[src/sv/rrts_pkg.sv]
// ----------------------------------------------------------------------------
// rrts_pkg
// Shared types, status codes and operation codes of the task scheduler.
// ----------------------------------------------------------------------------
package rrts_pkg;

  localparam int unsigned TASK_SLOTS_DEF = 32;
  localparam int unsigned SLOT_W         = 5;
  localparam int unsigned STAT_W         = 3;

  typedef logic [STAT_W-1:0] stat_t;

  localparam stat_t ST_RUNNING = 3'd0;
  localparam stat_t ST_READY   = 3'd1;
  localparam stat_t ST_BLOCKED = 3'd2;
  localparam stat_t ST_WAITING = 3'd3;
  localparam stat_t ST_HANGING = 3'd4;
  localparam stat_t ST_DIED    = 3'd5;

  localparam logic [2:0] FN_CREATE  = 3'd0;
  localparam logic [2:0] FN_YIELD   = 3'd1;
  localparam logic [2:0] FN_BLOCK   = 3'd2;
  localparam logic [2:0] FN_UNBLOCK = 3'd3;
  localparam logic [2:0] FN_EXIT    = 3'd4;

  localparam logic [1:0] ERR_OK      = 2'd0;
  localparam logic [1:0] ERR_UNBLOCK = 2'd1;
  localparam logic [1:0] ERR_CREATE  = 2'd2;

  // Command broadcast along the cell chain
  typedef struct packed {
    logic              wr;
    logic [SLOT_W-1:0] slot;
    stat_t             status;
  } cell_cmd_t;

  // Data passing from cell to cell: status found at the watched slot
  typedef struct packed {
    logic [SLOT_W-1:0] slot;
    stat_t             status;
  } cell_bus_t;

endpackage

[src/sv/rrts_cell.sv]
// ----------------------------------------------------------------------------
// rrts_cell
// One task slot: holds its status and passes the lookup bus onward.
// ----------------------------------------------------------------------------
module rrts_cell #(
  parameter int unsigned IDX = 0,
  parameter logic [rrts_pkg::STAT_W-1:0] RST_ST = rrts_pkg::ST_DIED
) (
  input  logic                clk,
  input  logic                rst_n,
  input  rrts_pkg::cell_cmd_t cmd,
  input  rrts_pkg::cell_bus_t bus_in,
  output rrts_pkg::cell_bus_t bus_out
);

  rrts_pkg::stat_t st_r;
  rrts_pkg::stat_t st_nxt;

  always_comb begin
    st_nxt = st_r;
    if (cmd.wr && cmd.slot == rrts_pkg::SLOT_W'(IDX)) begin
      st_nxt = cmd.status;
    end
  end

  always_ff @(posedge clk) begin
    if (!rst_n) begin
      st_r <= RST_ST;
    end else begin
      st_r <= st_nxt;
    end
  end

  always_comb begin
    bus_out = bus_in;
    if (bus_in.slot == rrts_pkg::SLOT_W'(IDX)) begin
      bus_out.status = st_r;
    end
  end

endmodule

[src/sv/rrts_chain.sv]
// ----------------------------------------------------------------------------
// rrts_chain
// Row of slot cells; the lookup bus is registered after the last cell.
// ----------------------------------------------------------------------------
module rrts_chain #(
  parameter int unsigned TASK_SLOTS = rrts_pkg::TASK_SLOTS_DEF
) (
  input  logic                           clk,
  input  logic                           rst_n,
  input  rrts_pkg::cell_cmd_t            cmd,
  input  logic [rrts_pkg::SLOT_W-1:0]    look_slot,
  output rrts_pkg::stat_t                look_status
);

  rrts_pkg::cell_bus_t bus [TASK_SLOTS+1];
  rrts_pkg::cell_bus_t res_r;

  assign bus[0].slot   = look_slot;
  assign bus[0].status = rrts_pkg::ST_DIED;

  for (genvar i = 0; i < TASK_SLOTS; i++) begin : g_cell
    localparam rrts_pkg::stat_t RS = (i == 0) ? rrts_pkg::ST_RUNNING :
                                     (i == 1) ? rrts_pkg::ST_BLOCKED :
                                                rrts_pkg::ST_DIED;
    rrts_cell #(.IDX(i), .RST_ST(RS)) u_cell (
      .clk(clk), .rst_n(rst_n), .cmd(cmd),
      .bus_in(bus[i]), .bus_out(bus[i+1])
    );
  end

  always_ff @(posedge clk) begin
    res_r <= bus[TASK_SLOTS];
  end

  assign look_status = res_r.status;

endmodule

[src/sv/round_robin_task_scheduler.sv]
// ----------------------------------------------------------------------------
// round_robin_task_scheduler
// Round-robin ready deque over task slots held in a chain of status cells.
// ----------------------------------------------------------------------------
// channel | ports                                          | direction
// input   | start, busy, in_func/target_slot/block_kind/.. | in, busy out
// result  | out_valid, out_running_slot/switched/error_code| out
// config  | cfg_we, cfg_idle_slot                          | in
// In each transaction every status lookup passes through the cell chain and a
// result register, and each link array takes at most one write per cycle.
// Reset is synchronous; the result strobe lasts one cycle; busy holds from
// accept until the strobe cycle ends. The receiver cannot stall.
// ----------------------------------------------------------------------------
module round_robin_task_scheduler #(
  parameter int unsigned TASK_SLOTS = rrts_pkg::TASK_SLOTS_DEF
) (
  input  logic       clk,
  input  logic       rst_n,
  input  logic       start,
  output logic       busy,
  input  logic [2:0] in_func,
  input  logic [4:0] in_target_slot,
  input  logic [1:0] in_block_kind,
  input  logic       in_dispatch_after,
  input  logic       cfg_we,
  input  logic [4:0] cfg_idle_slot,
  output logic       out_valid,
  output logic [4:0] out_running_slot,
  output logic       out_switched,
  output logic [1:0] out_error_code
);

  localparam int unsigned SW = rrts_pkg::SLOT_W;
  localparam logic [SW-1:0] SMAX = SW'(TASK_SLOTS - 1);

  localparam logic [3:0] S_IDLE  = 4'd0;
  localparam logic [3:0] S_LK1   = 4'd1;  // target status lookup
  localparam logic [3:0] S_LK2   = 4'd2;
  localparam logic [3:0] S_OP    = 4'd3;  // target op, may write links
  localparam logic [3:0] S_RM    = 4'd4;  // unlink target
  localparam logic [3:0] S_DC1   = 4'd5;  // current status lookup
  localparam logic [3:0] S_DC2   = 4'd6;
  localparam logic [3:0] S_DAPP  = 4'd7;  // requeue or block current
  localparam logic [3:0] S_DPOP  = 4'd8;  // pop head as running
  localparam logic [3:0] S_DRM   = 4'd9;
  localparam logic [3:0] S_OUT   = 4'd10;

  logic [3:0]    state_r, state_nxt;
  logic [SW-1:0] idle_r;
  logic [SW-1:0] head_r, head_nxt, tail_r, tail_nxt, cur_r, cur_nxt;
  logic [SW:0]   cnt_r, cnt_nxt;
  logic [2:0]    func_r;
  logic [SW-1:0] tgt_r;
  logic          tgt_ok_r;
  logic [1:0]    kind_r;
  logic          after_r;
  logic          sw_r, sw_nxt;
  logic [1:0]    err_r, err_nxt;
  logic [SW-1:0] rm_r, rm_nxt;        // slot being unlinked
  logic [SW-1:0] nl [TASK_SLOTS];
  logic [SW-1:0] pl [TASK_SLOTS];

  rrts_pkg::cell_cmd_t cmd;
  logic [SW-1:0]       look_slot;
  rrts_pkg::stat_t     look_status;

  // link write requests (one each per cycle)
  logic          nl_we, pl_we;
  logic [SW-1:0] nl_a, nl_d, pl_a, pl_d;

  rrts_chain #(.TASK_SLOTS(TASK_SLOTS)) u_chain (
    .clk(clk), .rst_n(rst_n), .cmd(cmd),
    .look_slot(look_slot), .look_status(look_status)
  );

  function automatic logic [SW-1:0] clip(input logic [SW-1:0] v);
    return (v <= SMAX) ? v : '0;
  endfunction

  logic [SW-1:0] rm_p, rm_n;
  assign rm_p = clip(pl[rm_r]);
  assign rm_n = clip(nl[rm_r]);

  always_comb begin
    state_nxt = state_r;
    head_nxt  = head_r;
    tail_nxt  = tail_r;
    cnt_nxt   = cnt_r;
    cur_nxt   = cur_r;
    sw_nxt    = sw_r;
    err_nxt   = err_r;
    rm_nxt    = rm_r;
    cmd       = '{wr: 1'b0, slot: '0, status: rrts_pkg::ST_DIED};
    look_slot = tgt_r;
    nl_we = 1'b0; nl_a = '0; nl_d = '0;
    pl_we = 1'b0; pl_a = '0; pl_d = '0;
    unique case (state_r)
      S_IDLE: begin
        if (start) begin
          state_nxt = S_LK1;
          sw_nxt    = 1'b0;
          err_nxt   = rrts_pkg::ERR_OK;
        end
      end
      S_LK1: begin
        state_nxt = S_LK2;
      end
      S_LK2: begin
        state_nxt = S_OP;
      end
      S_OP: begin
        state_nxt = S_OUT;
        case (func_r)
          rrts_pkg::FN_CREATE: begin
            if (tgt_ok_r && look_status == rrts_pkg::ST_DIED) begin
              cmd = '{wr: 1'b1, slot: tgt_r, status: rrts_pkg::ST_READY};
              pl_we = 1'b1; pl_a = tgt_r; pl_d = tail_r;
              if (cnt_r == '0) head_nxt = tgt_r;
              else begin
                nl_we = 1'b1; nl_a = clip(tail_r); nl_d = tgt_r;
              end
              tail_nxt = tgt_r;
              cnt_nxt  = cnt_r + 1'b1;
            end else begin
              err_nxt = rrts_pkg::ERR_CREATE;
            end
          end
          rrts_pkg::FN_YIELD: state_nxt = S_DC1;
          rrts_pkg::FN_BLOCK: state_nxt = S_DC1;
          rrts_pkg::FN_UNBLOCK: begin
            if (tgt_ok_r && (look_status == rrts_pkg::ST_BLOCKED ||
                look_status == rrts_pkg::ST_WAITING ||
                look_status == rrts_pkg::ST_HANGING)) begin
              cmd = '{wr: 1'b1, slot: tgt_r, status: rrts_pkg::ST_READY};
              nl_we = 1'b1; nl_a = tgt_r; nl_d = head_r;
              if (cnt_r == '0) tail_nxt = tgt_r;
              else begin
                pl_we = 1'b1; pl_a = clip(head_r); pl_d = tgt_r;
              end
              head_nxt = tgt_r;
              cnt_nxt  = cnt_r + 1'b1;
            end else begin
              err_nxt = rrts_pkg::ERR_UNBLOCK;
            end
          end
          rrts_pkg::FN_EXIT: begin
            if (tgt_ok_r) begin
              cmd = '{wr: 1'b1, slot: tgt_r, status: rrts_pkg::ST_DIED};
            end
            if (tgt_ok_r && look_status == rrts_pkg::ST_READY) begin
              rm_nxt    = tgt_r;
              state_nxt = S_RM;
            end else if (after_r) begin
              state_nxt = S_DC1;
            end
          end
          default: ;
        endcase
      end
      S_RM, S_DRM: begin
        if (cnt_r != '0) begin
          if (rm_r == head_r) head_nxt = rm_n;
          else begin
            nl_we = 1'b1; nl_a = rm_p; nl_d = rm_n;
          end
          if (rm_r == tail_r) tail_nxt = rm_p;
          else begin
            pl_we = 1'b1; pl_a = rm_n; pl_d = rm_p;
          end
          cnt_nxt = cnt_r - 1'b1;
        end
        state_nxt = (state_r == S_RM && after_r) ? S_DC1 : S_OUT;
      end
      S_DC1: begin
        look_slot = cur_r;
        state_nxt = S_DC2;
        sw_nxt    = 1'b1;
      end
      S_DC2: begin
        look_slot = cur_r;
        state_nxt = S_DAPP;
      end
      S_DAPP: begin
        state_nxt = S_DPOP;
        if (look_status == rrts_pkg::ST_RUNNING) begin
          cmd = '{wr: 1'b1, slot: cur_r, status: rrts_pkg::ST_READY};
          if (func_r == rrts_pkg::FN_BLOCK) begin
            cmd.status = (kind_r >= 2'd2) ? rrts_pkg::ST_HANGING :
                         rrts_pkg::stat_t'(rrts_pkg::ST_BLOCKED + kind_r);
          end else begin
            pl_we = 1'b1; pl_a = cur_r; pl_d = tail_r;
            if (cnt_r == '0) head_nxt = cur_r;
            else begin
              nl_we = 1'b1; nl_a = clip(tail_r); nl_d = cur_r;
            end
            tail_nxt = cur_r;
            cnt_nxt  = cnt_r + 1'b1;
          end
        end
      end
      S_DPOP: begin
        if (cnt_r == '0) begin
          cur_nxt   = clip(idle_r);
          state_nxt = S_OUT;
        end else begin
          cur_nxt   = clip(head_r);
          rm_nxt    = clip(head_r);
          state_nxt = S_DRM;
        end
        cmd = '{wr: 1'b1, slot: cur_nxt, status: rrts_pkg::ST_RUNNING};
      end
      S_OUT: begin
        state_nxt = S_IDLE;
      end
      default: state_nxt = S_IDLE;
    endcase
  end

  always_ff @(posedge clk) begin
    if (!rst_n) begin
      state_r <= S_IDLE;
      idle_r  <= SW'(1);
      head_r  <= '0;
      tail_r  <= '0;
      cnt_r   <= '0;
      cur_r   <= '0;
      sw_r    <= 1'b0;
      err_r   <= rrts_pkg::ERR_OK;
    end else begin
      state_r <= state_nxt;
      head_r  <= head_nxt;
      tail_r  <= tail_nxt;
      cnt_r   <= cnt_nxt;
      cur_r   <= cur_nxt;
      sw_r    <= sw_nxt;
      err_r   <= err_nxt;
      if (cfg_we) idle_r <= cfg_idle_slot;
    end
  end

  always_ff @(posedge clk) begin
    rm_r <= rm_nxt;
    if (state_r == S_IDLE && start) begin
      func_r   <= in_func;
      tgt_r    <= clip(in_target_slot);
      tgt_ok_r <= in_target_slot <= SMAX;
      kind_r   <= in_block_kind;
      after_r  <= in_dispatch_after;
    end
    if (nl_we) nl[nl_a] <= nl_d;
    if (pl_we) pl[pl_a] <= pl_d;
  end

  assign busy             = state_r != S_IDLE;
  assign out_valid        = state_r == S_OUT;
  assign out_running_slot = cur_r;
  assign out_switched     = sw_r;
  assign out_error_code   = err_r;

`ifndef NO_ASSERTIONS
  a_cnt_range: assert property (@(posedge clk) disable iff (!rst_n)
    cnt_r <= (SW+1)'(TASK_SLOTS)) else $error("queue count overflow");
  a_one_strobe: assert property (@(posedge clk) disable iff (!rst_n)
    out_valid |=> !out_valid) else $error("double result strobe");
  a_sw_err: assert property (@(posedge clk) disable iff (!rst_n)
    out_valid && out_switched |-> out_error_code == rrts_pkg::ERR_OK)
    else $error("switch with error");
`endif

endmodule
[config.mk]
export PLATFORM = sky130hd
export DESIGN_NAME = round_robin_task_scheduler
export DESIGN_NICKNAME = d
export VERILOG_FILES = /design/src/sv/rrts_pkg.sv /design/src/sv/rrts_cell.sv /design/src/sv/rrts_chain.sv /design/src/sv/round_robin_task_scheduler.sv
export SDC_FILE = /design/constraint.sdc
export NUM_CORES = 1
export LEC_CHECK = 0
export BUFFER_PORTS_ARGS = -buffer_cell sky130_fd_sc_hd__buf_2
export CORE_MARGIN = 5
export CORE_UTILIZATION = 40
export DETAILED_ROUTE_END_ITERATION = 12
export PLACE_DENSITY_LB_ADDON = 0.12
export SYNTH_ARGS = -nofsm -noshare
export SYNTH_HDL_FRONTEND = slang
export SYNTH_SLANG_ARGS = --single-unit
[constraint.sdc]
create_clock -name clk -period 4.6 [get_ports clk]
set_input_delay 0.23 -clock clk [delete_from_list [all_inputs] [get_ports clk]]
set_output_delay 0.23 -clock clk [all_outputs]
set_load 0.01 [all_outputs]
After elaboration in Yosys (flattened, before gate mapping):

Memory sizes are Yosys's and may differ from the RTL's. A register that Yosys moved wholly into a read port is not among the register bits.
Index checks and enable logic that the tools add are counted.

* add/sub/neg operators: 3
* $lt $le $gt $ge: 7
* eq/ne operators: 100
* mux-type cells: 149
* reduce and logical (&&, ||, !) cells: 60

Operator list (count)
* $mux W5: 54
* $eq A5 B5 Y1 const B: 32
* $mux W3: 34
* $pmux W5 S3: 6
* $eq A5 B4 Y1 const B: 16
* $pmux W5 S2: 7
* $pmux W9 S3: 2
* $eq A5 B3 Y1 const B: 8
* $logic_and A1 B1 Y1: 37
* $mux W9: 4
* $pmux W4 S9: 1
* $le A5 B5 Y1 const B: 6
* $mux W6: 5
* $eq A5 B2 Y1 const B: 4
* $ne A2 B2 Y1 const B: 10
* $mux W1: 18
* $ne A3 B3 Y1 const B: 6
* $pmux W6 S3: 1
* $eq A4 B3 Y1 const B: 4
* $mux W4: 4
* $eq A3 B2 Y1 const B: 4
* $eq A4 B4 Y1 const B: 3
* $pmux W6 S2: 1
* $eq A5 B1 Y1 const B: 2
* other kinds (31): 50

* register bits after elaboration: 149
* RAM bits: 320
* memories kept: 2

Memories
* nl: words 32, width 5, rd ports 1, clocked after memory_dff 1, wr ports 1, line round_robin_task_scheduler.sv:60 `logic [SW-1:0] nl [TASK_SLOTS];`
* pl: words 32, width 5, rd ports 1, clocked after memory_dff 1, wr ports 1, line round_robin_task_scheduler.sv:61 `logic [SW-1:0] pl [TASK_SLOTS];`

Logic depth before layout (Yosys ltp):

Gate-level depths: netlist of run 1.

* depth after elaboration: 36
* depth in mapped cells: 15
* depth with buffers taken out: 12

By module:

Synthesis of run 1 repeated with hierarchy kept, for this count alone.

* cells, all modules: 1945
* area total of the unflattened synthesis: 24250.8 µm²

By module, submodules not included
* round_robin_task_scheduler: instances 1, cells each 1166, area each 16649.7 µm²
* rrts_cell at u_chain.g_cell[0].u_cell ...: instances 6, cells each 24, area each 231.5 µm²
* rrts_cell at u_chain.g_cell[13].u_cell ...: instances 6, cells each 24, area each 227.7 µm²
* rrts_cell at u_chain.g_cell[20].u_cell ...: instances 2, cells each 24, area each 262.8 µm²
* rrts_cell at u_chain.g_cell[23].u_cell ...: instances 2, cells each 25, area each 256.5 µm²
* rrts_cell at u_chain.g_cell[17].u_cell ...: instances 2, cells each 24, area each 244.0 µm²
* rrts_cell at u_chain.g_cell[11].u_cell ...: instances 2, cells each 25, area each 231.5 µm²
* rrts_cell at u_chain.g_cell[4].u_cell ...: instances 2, cells each 24, area each 229.0 µm²
* rrts_cell at u_chain.g_cell[15].u_cell ...: instances 2, cells each 24, area each 225.2 µm²
* rrts_cell at u_chain.g_cell[29].u_cell ...: instances 2, cells each 24, area each 222.7 µm²
* rrts_cell at u_chain.g_cell[16].u_cell: instances 1, cells each 24, area each 255.2 µm²
* rrts_cell at u_chain.g_cell[2].u_cell: instances 1, cells each 24, area each 245.2 µm²
* rrts_cell at u_chain.g_cell[1].u_cell: instances 1, cells each 24, area each 240.2 µm²
* rrts_cell at u_chain.g_cell[12].u_cell: instances 1, cells each 24, area each 237.7 µm²
* +3 rows

Worst setup path before layout of run 1:

OpenSTA, ideal clock, no wires.

* path kind: reg2reg
* from: register with a tool-made name
* to: memory nl[0][3] in the netlist's numbering (data pin)
* arrival: 3.175 ns
* data required time: 4.146 ns
* path slack: 0.971 ns
* cell stages (with the launch flop): 11
* path buffers: 4
* cell sequence: dfxtp_1 buf_2 buf_2 buf_2 buf_1 mux4_2 mux2i_1 a22oi_1 o21a_1 inv_1 o21ai_0

RTL lines (line)
* end, declared: round_robin_task_scheduler.sv:60

==> summary.txt, run 1 <==
Job
  – Max_cap viols: 0

Synth
  – Yosys cell types: 89
  – Number of synthesized register bits: 474
  – Synth Net Count: 1682
  – Share of flip-flops with an asynchronous set or reset: 0%
  – Post-synth top area share: 47.0%
  – Area leader, netlist: edfxtp_1
  – Synth area leaders: edfxtp_1, dfxtp_1, mux4_2, mux2i_1, nor2_1
  – Main synth FF type: edfxtp_1
  – Average cell area after synthesis: 13.0 um2
  – Syn Inst Count: 1657
  – YS warnings: 0
  – Sequential share of the synthesized area: 59.8%
  – Post-Synthesis Cell Area: 21500 um2
  – Post-synth EDFFs: 337

Critical path
  – CP Capture Type: register
  – Setup CP Type: register to register
  – Startpoint types: register
  – Worst-path fanout max: 23
  – Worst EP required: 4.84 ns
  – Cell depth of the worst flop-to-flop path: 8
  – Crit path to: nl[29][2]
  – WP data arrival: 4.39 ns
  – FF-to-FF setup slack: 0.45 ns
  – Worst R2R End: nl[29][2]

STA
  – Final setup fails: 0
  – Final slew viol count: 0
  – Setup repair after global routing missed its margin: false
  – Min Hold Slack: 0.0287 ns
  – Final Skew: 0.0254 ns
  – Total negative slack: 0 ns
  – Final worst path period need: 4.15 ns
  – Fmax: 241 MHz
  – Final Cycle Share: 90.3%
  – Worst Max-Slew Pin Slew: 1.16 ns
  – Final hold vios: 0
  – Relative slew slack: 22.3%

Clock tree
  – CTS Hold Buffers Added: 21
  – CTS Sinks: 474
  – Post-CTS Setup Bufs: 0
  – CTS tree: built
  – Clock Path Buffers: 3
  – Clk slew on worst S/H paths: 0.06 ns
  – Clock Latency Late Sink: 0.61 ns
  – Clock Tree Root: clkbuf_16
  – Num CTS Buffers: 51
  – Post_cts resized: 0
  – H-Tree Depth: 2

Pwr
  – Clock share of power: 43.8%
  – Sw Pwr: 0.00210 W
  – Pleak: 9.27 nW
  – Internal power: 0.00699 W
  – Gate power share: 5.2%
  – IR drop worst, VDD: 0.332 mV
  – Reg power frac: 51.0%
  – Pwr/cell area: 371 nW/um2
  – Switching Share: 23.1%

Routing
  – Drt wl/cell: 25.6 um
  – Uppermost layer routed: met4
  – Residual DRC: 0
  – Met1 Routed Length: 26900 um
  – Final ANT Viol Nets: 0
  – Met2 Wirelength: 30200 um
  – Vias/cell: 5.93
  – WL met3: 3890 um
  – Drt pass-1 iters: 8
  – Vias post-DR: 14600
  – Final WL: 63000 um
  – DRT iter0 DRCs: 1548

Place
  – I/O Buffers: 29
  – Post-DP Area: 22700 um2
  – Gpl congestion: 0.900
  – Hpwl dp: 42900 um

Run status
  – Status: finished clean

Finish
  – Post-Layout Inst Area: 24500 um2
  – Share of layout cells above drive strength 1: 16.6%
  – Most frequent cells in the layout: edfxtp_1, nor2_1, nand2_1, dfxtp_1, mux2i_1
  – Most common cell after layout, fill and taps aside: edfxtp_1
  – Fin nets: 1743
  – Syn-to-layout area delta: 13.9%

Global route
  – First-pass GRT wire length: 95300 um
  – Largest net degree at the start of global routing: 81
  – Vias in the first global route: 14500
  – Total track usage: 21.1%
  – Total gr overflow: 0
  – Initial antenna violation count: 1

Die
  – Die height: 242 um
  – Core area: 53600 um2
  – Starting Density: 40.1%
  – Die width: 242 um
  – Total Die Area: 58500 um2
  – Num ports: 30
  – Row cnt: 85

Min path
  – Class of the worst hold path: input pin to register
[kinds of logic after synthesis]
group           Yosys count  share of synthesized area (%)
compound gates          327                           10.2
buf+inv                 133                           2.76
other cells               1                         0.0174
xor+xnor                 21                          0.855
fa+ha+maj                 5                          0.326
flops                   474                           59.8
mux                     194                           15.0
simple gates            502                           11.1
[per-layer routing]
layer	vias to the layer above	GRT usage (%)
li1	6543	-
met1	7355	29.3
met2	552	34.8
met3	124	2.89
met4	0	6.61
met5	-	0
[metrics by stage]
step | utilization [%] | cells | worst slack (ns) | power, W
4_1_cts | 45.7 | 2456 | 0.484 | 0.00918
6_report | 45.7 | 2457 | 0.446 | 0.00909
2_1_floorplan | - | 1657 | 0.971 | 0.00498
3_3_place_gp | 42.3 | 2340 | 0.541 | 0.00517
5_1_grt | 45.7 | 2456 | 0.251 | 0.00941
3_5_place_dp | 42.3 | 2340 | 0.478 | 0.00517
[layout make-up]
type,count,area [um2]
multi-input combinational,1050,8160
sequential,474,12900
antenna,1,2.50
inverter,24,90.1
tap,696,871
clock inverter,28,245
timing repair buffer,117,908
clock buffer,67,1370
fill,4891,29100
[sequential cells by signal (all words and copies together) (netlist names), 2 cells and up, named ones only]
signal,count
nl,160
pl,160
u_chain.g_cell.u_cell.st_r,96
cnt_r,6
head_r,5
idle_r,5
out_running_slot,5
rm_r,5
tail_r,5
tgt_r,5
state_r,4
func_r,3
u_chain.look_status,3
kind_r,2
out_error_code,2
[power by group through the flow]
stage / Clock (W) / Sequential, W / Combinational, W
3_3_place_gp: 0 / 0.00472 / 0.000451
5_1_grt: 0.00427 / 0.00463 / 0.000509
2_1_floorplan: 0 / 0.00467 / 0.000309
4_1_cts: 0.00408 / 0.00463 / 0.000468
6_report: 0.00398 / 0.00463 / 0.000473
3_5_place_dp: 0 / 0.00472 / 0.000450
[synth_stat cells, types with 15 or more instances]
library cell and count:
mux4_2 74, nand2_1 150, a31oi_1 19, a22oi_1 18, clkbuf_1 78, buf_2 19, edfxtp_1 337, nor4_1 15
inv_1 22, a21oi_1 71, mux2i_1 88, nor2_1 152, nand3_1 27, mux4_1 21, nor3_1 56, o21a_1 15
o21ai_0 73, dfxtp_1 137, o211ai_1 15
[worst max-delay path, stage by stage (launching register included)]
cell and delay, ns:
dfxtp_4 0.63, buf_4 0.25, mux4_2 0.53, mux4_2 0.47
mux2i_1 0.47, nor2_1 0.12, a211oi_1 0.35, nand2_1 0.45
nor2_1 0.50
[how the worst min path moves through the flow]
stage	cells past startpoint	slack (ns)	from	endpoint
3_5_place_dp	1	0.41	in_target_slot[4]	tgt_r[4]
3_3_place_gp	1	0.41	in_target_slot[0]	tgt_r[0]
5_1_grt	3	0.07	cfg_we	idle_r[4]
4_1_cts	3	0.001	cfg_we	idle_r[4]
2_1_floorplan	0	0.33	in_dispatch_after	after_r
6_report	3	0.03	cfg_we	idle_r[4]
Note: power is estimated with default switching activity, not from simulation.
==> inputs of run 2 (changes only) <==
--- a/config.mk
+++ b/config.mk
@@ -5,6 +5,7 @@
 export SDC_FILE = /design/constraint.sdc
 export NUM_CORES = 1
 export LEC_CHECK = 0
+export ABC_AREA = 1
 export BUFFER_PORTS_ARGS = -buffer_cell sky130_fd_sc_hd__buf_2
 export CORE_MARGIN = 5
 export CORE_UTILIZATION = 40
==> run 2 against run 1 <==
Total power increased by 21%; final area decreased by 2.1%; sequential cell count unchanged; sequential share of layout area increased by 1.1 points; clock skew increased by 0.0067 ns; critical path type unchanged; clock power increased by 8.3%.
==> summary.txt, run 2 <==
Run status
  – Status: finished clean

Pwr
  – Sw Pwr: 0.00322 W
  – Internal power: 0.00774 W
  – Reg power frac: 43.8%
  – Pleak: 8.05 nW
  – Gate power share: 16.8%
  – Clock share of power: 39.3%
  – Final Power: 0.0110 W
  – Switching Share: 29.4%
  – IR drop worst, VDD: 0.352 mV
  – Pwr/cell area: 456 nW/um2

Finish
  – Number of diodes: 0
  – Share of layout cells above drive strength 1: 8.96%
  – FILL cells: 4866
  – Register area: 12900 um2
  – Most frequent cells in the layout: nor2_1, edfxtp_1, nand2_1, o21ai_0, inv_1
  – Fin nets: 2258
  – Area of the multi-input gates: 6940 um2
  – Syn-to-layout area delta: 14.5%
  – Largest regs: nl x160, pl x160, u_chain.g_cell.u_cell.st_r x96
  – Most common cell after layout, fill and taps aside: nor2_1
  – Post-Layout Inst Area: 24000 um2

Routing
  – Drt wl/cell: 20.3 um
  – Residual DRC: 0
  – Final ANT Viol Nets: 0
  – Drt pass-1 iters: 6
  – DRT iter0 DRCs: 1676
  – Vias/cell: 5.57
  – Final WL: 60000 um
  – Vias post-DR: 16500

Die
  – Die width: 239 um
  – Total Die Area: 57100 um2
  – Die height: 239 um
  – Core area: 51600 um2
  – Row cnt: 83
  – Num ports: 30
  – Starting Density: 40.6%

Clock tree
  – Num CTS Buffers: 53
  – Clk slew on worst S/H paths: 0.06 ns
  – Clock Latency Late Sink: 0.61 ns
  – CTS tree: built
  – CTS Sinks: 474
  – Clock Path Buffers: 3
  – CTS Hold Buffers Added: 23
  – H-Tree Depth: 2
  – Post_cts resized: 0
  – Clock Tree Root: clkbuf_16
  – Post-CTS Setup Bufs: 0

Critical path
  – Startpoint types: register
  – Worst-path fanout max: 48
  – CP Cell Sequence: inv_4 > buf_12 > o21ai_0 > o221ai_1 > nand3_1 > a32oi_1 > nand2_1 > o21ai_0 > inv_1 > o21ai_0 > nand2_1 > nor2_1
  – Most common cell on crit path: o21ai_0
  – Crit-path leading delay family: simple AND/OR/NAND/NOR gates
  – Max incr delay on CP: 0.55 ns
  – Worst EP required: 4.84 ns
  – Crit path buffers/inverters: 3
  – FF-to-FF setup slack: 0.72 ns
  – Cell depth of the worst flop-to-flop path: 12
  – CP Capture Type: register
  – Levels on crit path: 12
  – Slowest CP cell: a32oi_1
  – WP data arrival: 4.12 ns
  – Setup CP Type: register to register

Synth
  – Syn Inst Count: 2183
  – Top post-synthesis cells by count: nor2_1, edfxtp_1, nand2_1
  – YS warnings: 0
  – Average cell area after synthesis: 9.60 um2
  – Sequential share of the synthesized area: 61.4%
  – Number of synthesized register bits: 474
  – Synth Net Count: 2208
  – Share of flip-flops with an asynchronous set or reset: 0%
  – Yosys cell types: 53
  – Count leader, synth: nor2_1
  – Area leader, netlist: edfxtp_1
  – Synth area leaders: edfxtp_1, dfxtp_1, nor2_1, o21ai_0, nand2_1
  – Post-Synthesis Cell Area: 21000 um2
  – Main synth FF type: edfxtp_1
  – Post-synth EDFFs: 337
  – Post-synth top area share: 48.3%

Min path
  – Class of the worst hold path: input pin to register
  – Worst hold path stage count: 3
  – Min-delay src: rst_n

STA
  – Worst Max-Slew Pin Slew: 1.20 ns
  – Total negative slack: 0 ns
  – Final setup fails: 0
  – Setup repair after global routing missed its margin: false
  – Fmax: 258 MHz
  – Final Skew: 0.0320 ns
  – Final setup margin: 0.717 ns
  – Final hold vios: 0
  – Min Hold Slack: 0.0465 ns
  – Final Cycle Share: 84.4%
  – Final worst path period need: 3.88 ns
  – Final slew viol count: 0
  – Relative slew slack: 20.1%

Global route
  – Vias in the first global route: 15800
  – First-pass GRT wire length: 92900 um
  – Largest net degree at the start of global routing: 76
  – Total gr overflow: 0
  – Total track usage: 20.7%
  – Initial antenna violation count: 0

Place
  – Place WS: 0.727 ns
  – I/O Buffers: 29
  – Post-DP Area: 22000 um2
  – Hpwl dp: 39700 um
  – Gpl congestion: 0.933

Job
  – Max_cap viols: 0
run 2: cell types whose count changed after synthesis, sizes merged, moves of 40 or more:
cell | previous run | this run
nor2 | 154 | 378
nand2 | 151 | 332
o21ai | 74 | 250
inv | 24 | 199
mux4 | 95 | 0
mux2i | 88 | 0
o221ai | 2 | 66
nand3 | 27 | 83
nor3 | 56 | 16
run 2: logic make-up (layout without fill, tap and decap cells):
group	count (synthesis)	in the layout	share of synthesized area (%)
flops	474	474	61.4
simple gates	841	841	16.3
xor+xnor	6	6	0.251
fa+ha+maj	5	5	0.334
mux	1	1	0.0537
compound gates	546	546	16.0
other cells	1	1	0.0179
buf+inv	309	402	5.63
run 2: tightest hold or removal path: stages:
cell	delay, ns
buf_2	0.22
nand2_1	0.11
inv_1	0.03
run 2: final timing paths:
path                                             to
worst max-delay path                      pl[27][3]
worst min-delay path            out_running_slot[4]
worst max register to register            pl[27][3]
worst min register to register             cnt_r[5]
run 2: layout make-up:
| cell class | instances | area share [%] |
|---|---|---|
| Sequential cell | 474 | 53.6 |
| Multi-Input combinational cell | 1400 | 28.9 |
| Clock inverter | 28 | 1.27 |
| Inverter | 203 | 3.19 |
| Timing Repair Buffer | 101 | 3.36 |
| Tap cell | 680 | 3.55 |
| Clock buffer | 70 | 6.09 |
run 2: through the flow:
stage          util (%)  instances
6_report           46.5       2956
5_1_grt            46.5       2956
4_1_cts            46.5       2956
3_5_place_dp       42.6       2835
3_3_place_gp       42.6       2835
2_1_floorplan         -       2183
run 2: power by group through the flow:
| stage | combinational (W) | sequential (W) | clock (W) |
|---|---|---|---|
| 3_5_place_dp | 0.00180 | 0.00489 | 0 |
| 5_1_grt | 0.00202 | 0.00482 | 0.00458 |
| 6_report | 0.00184 | 0.00480 | 0.00431 |
| 2_1_floorplan | 0.00119 | 0.00482 | 0 |
| 3_3_place_gp | 0.00179 | 0.00489 | 0 |
| 4_1_cts | 0.00183 | 0.00480 | 0.00440 |
run 2: layer usage:
metal | vias to the layer above | track usage [%] | wire length (um)
li1 | 7779 | - | -
met1 | 8005 | 30.4 | 27900
met2 | 608 | 31.9 | 26700
met3 | 80 | 3.73 | 4160
met4 | 0 | 5.22 | 1180
met5 | - | 0 | 0
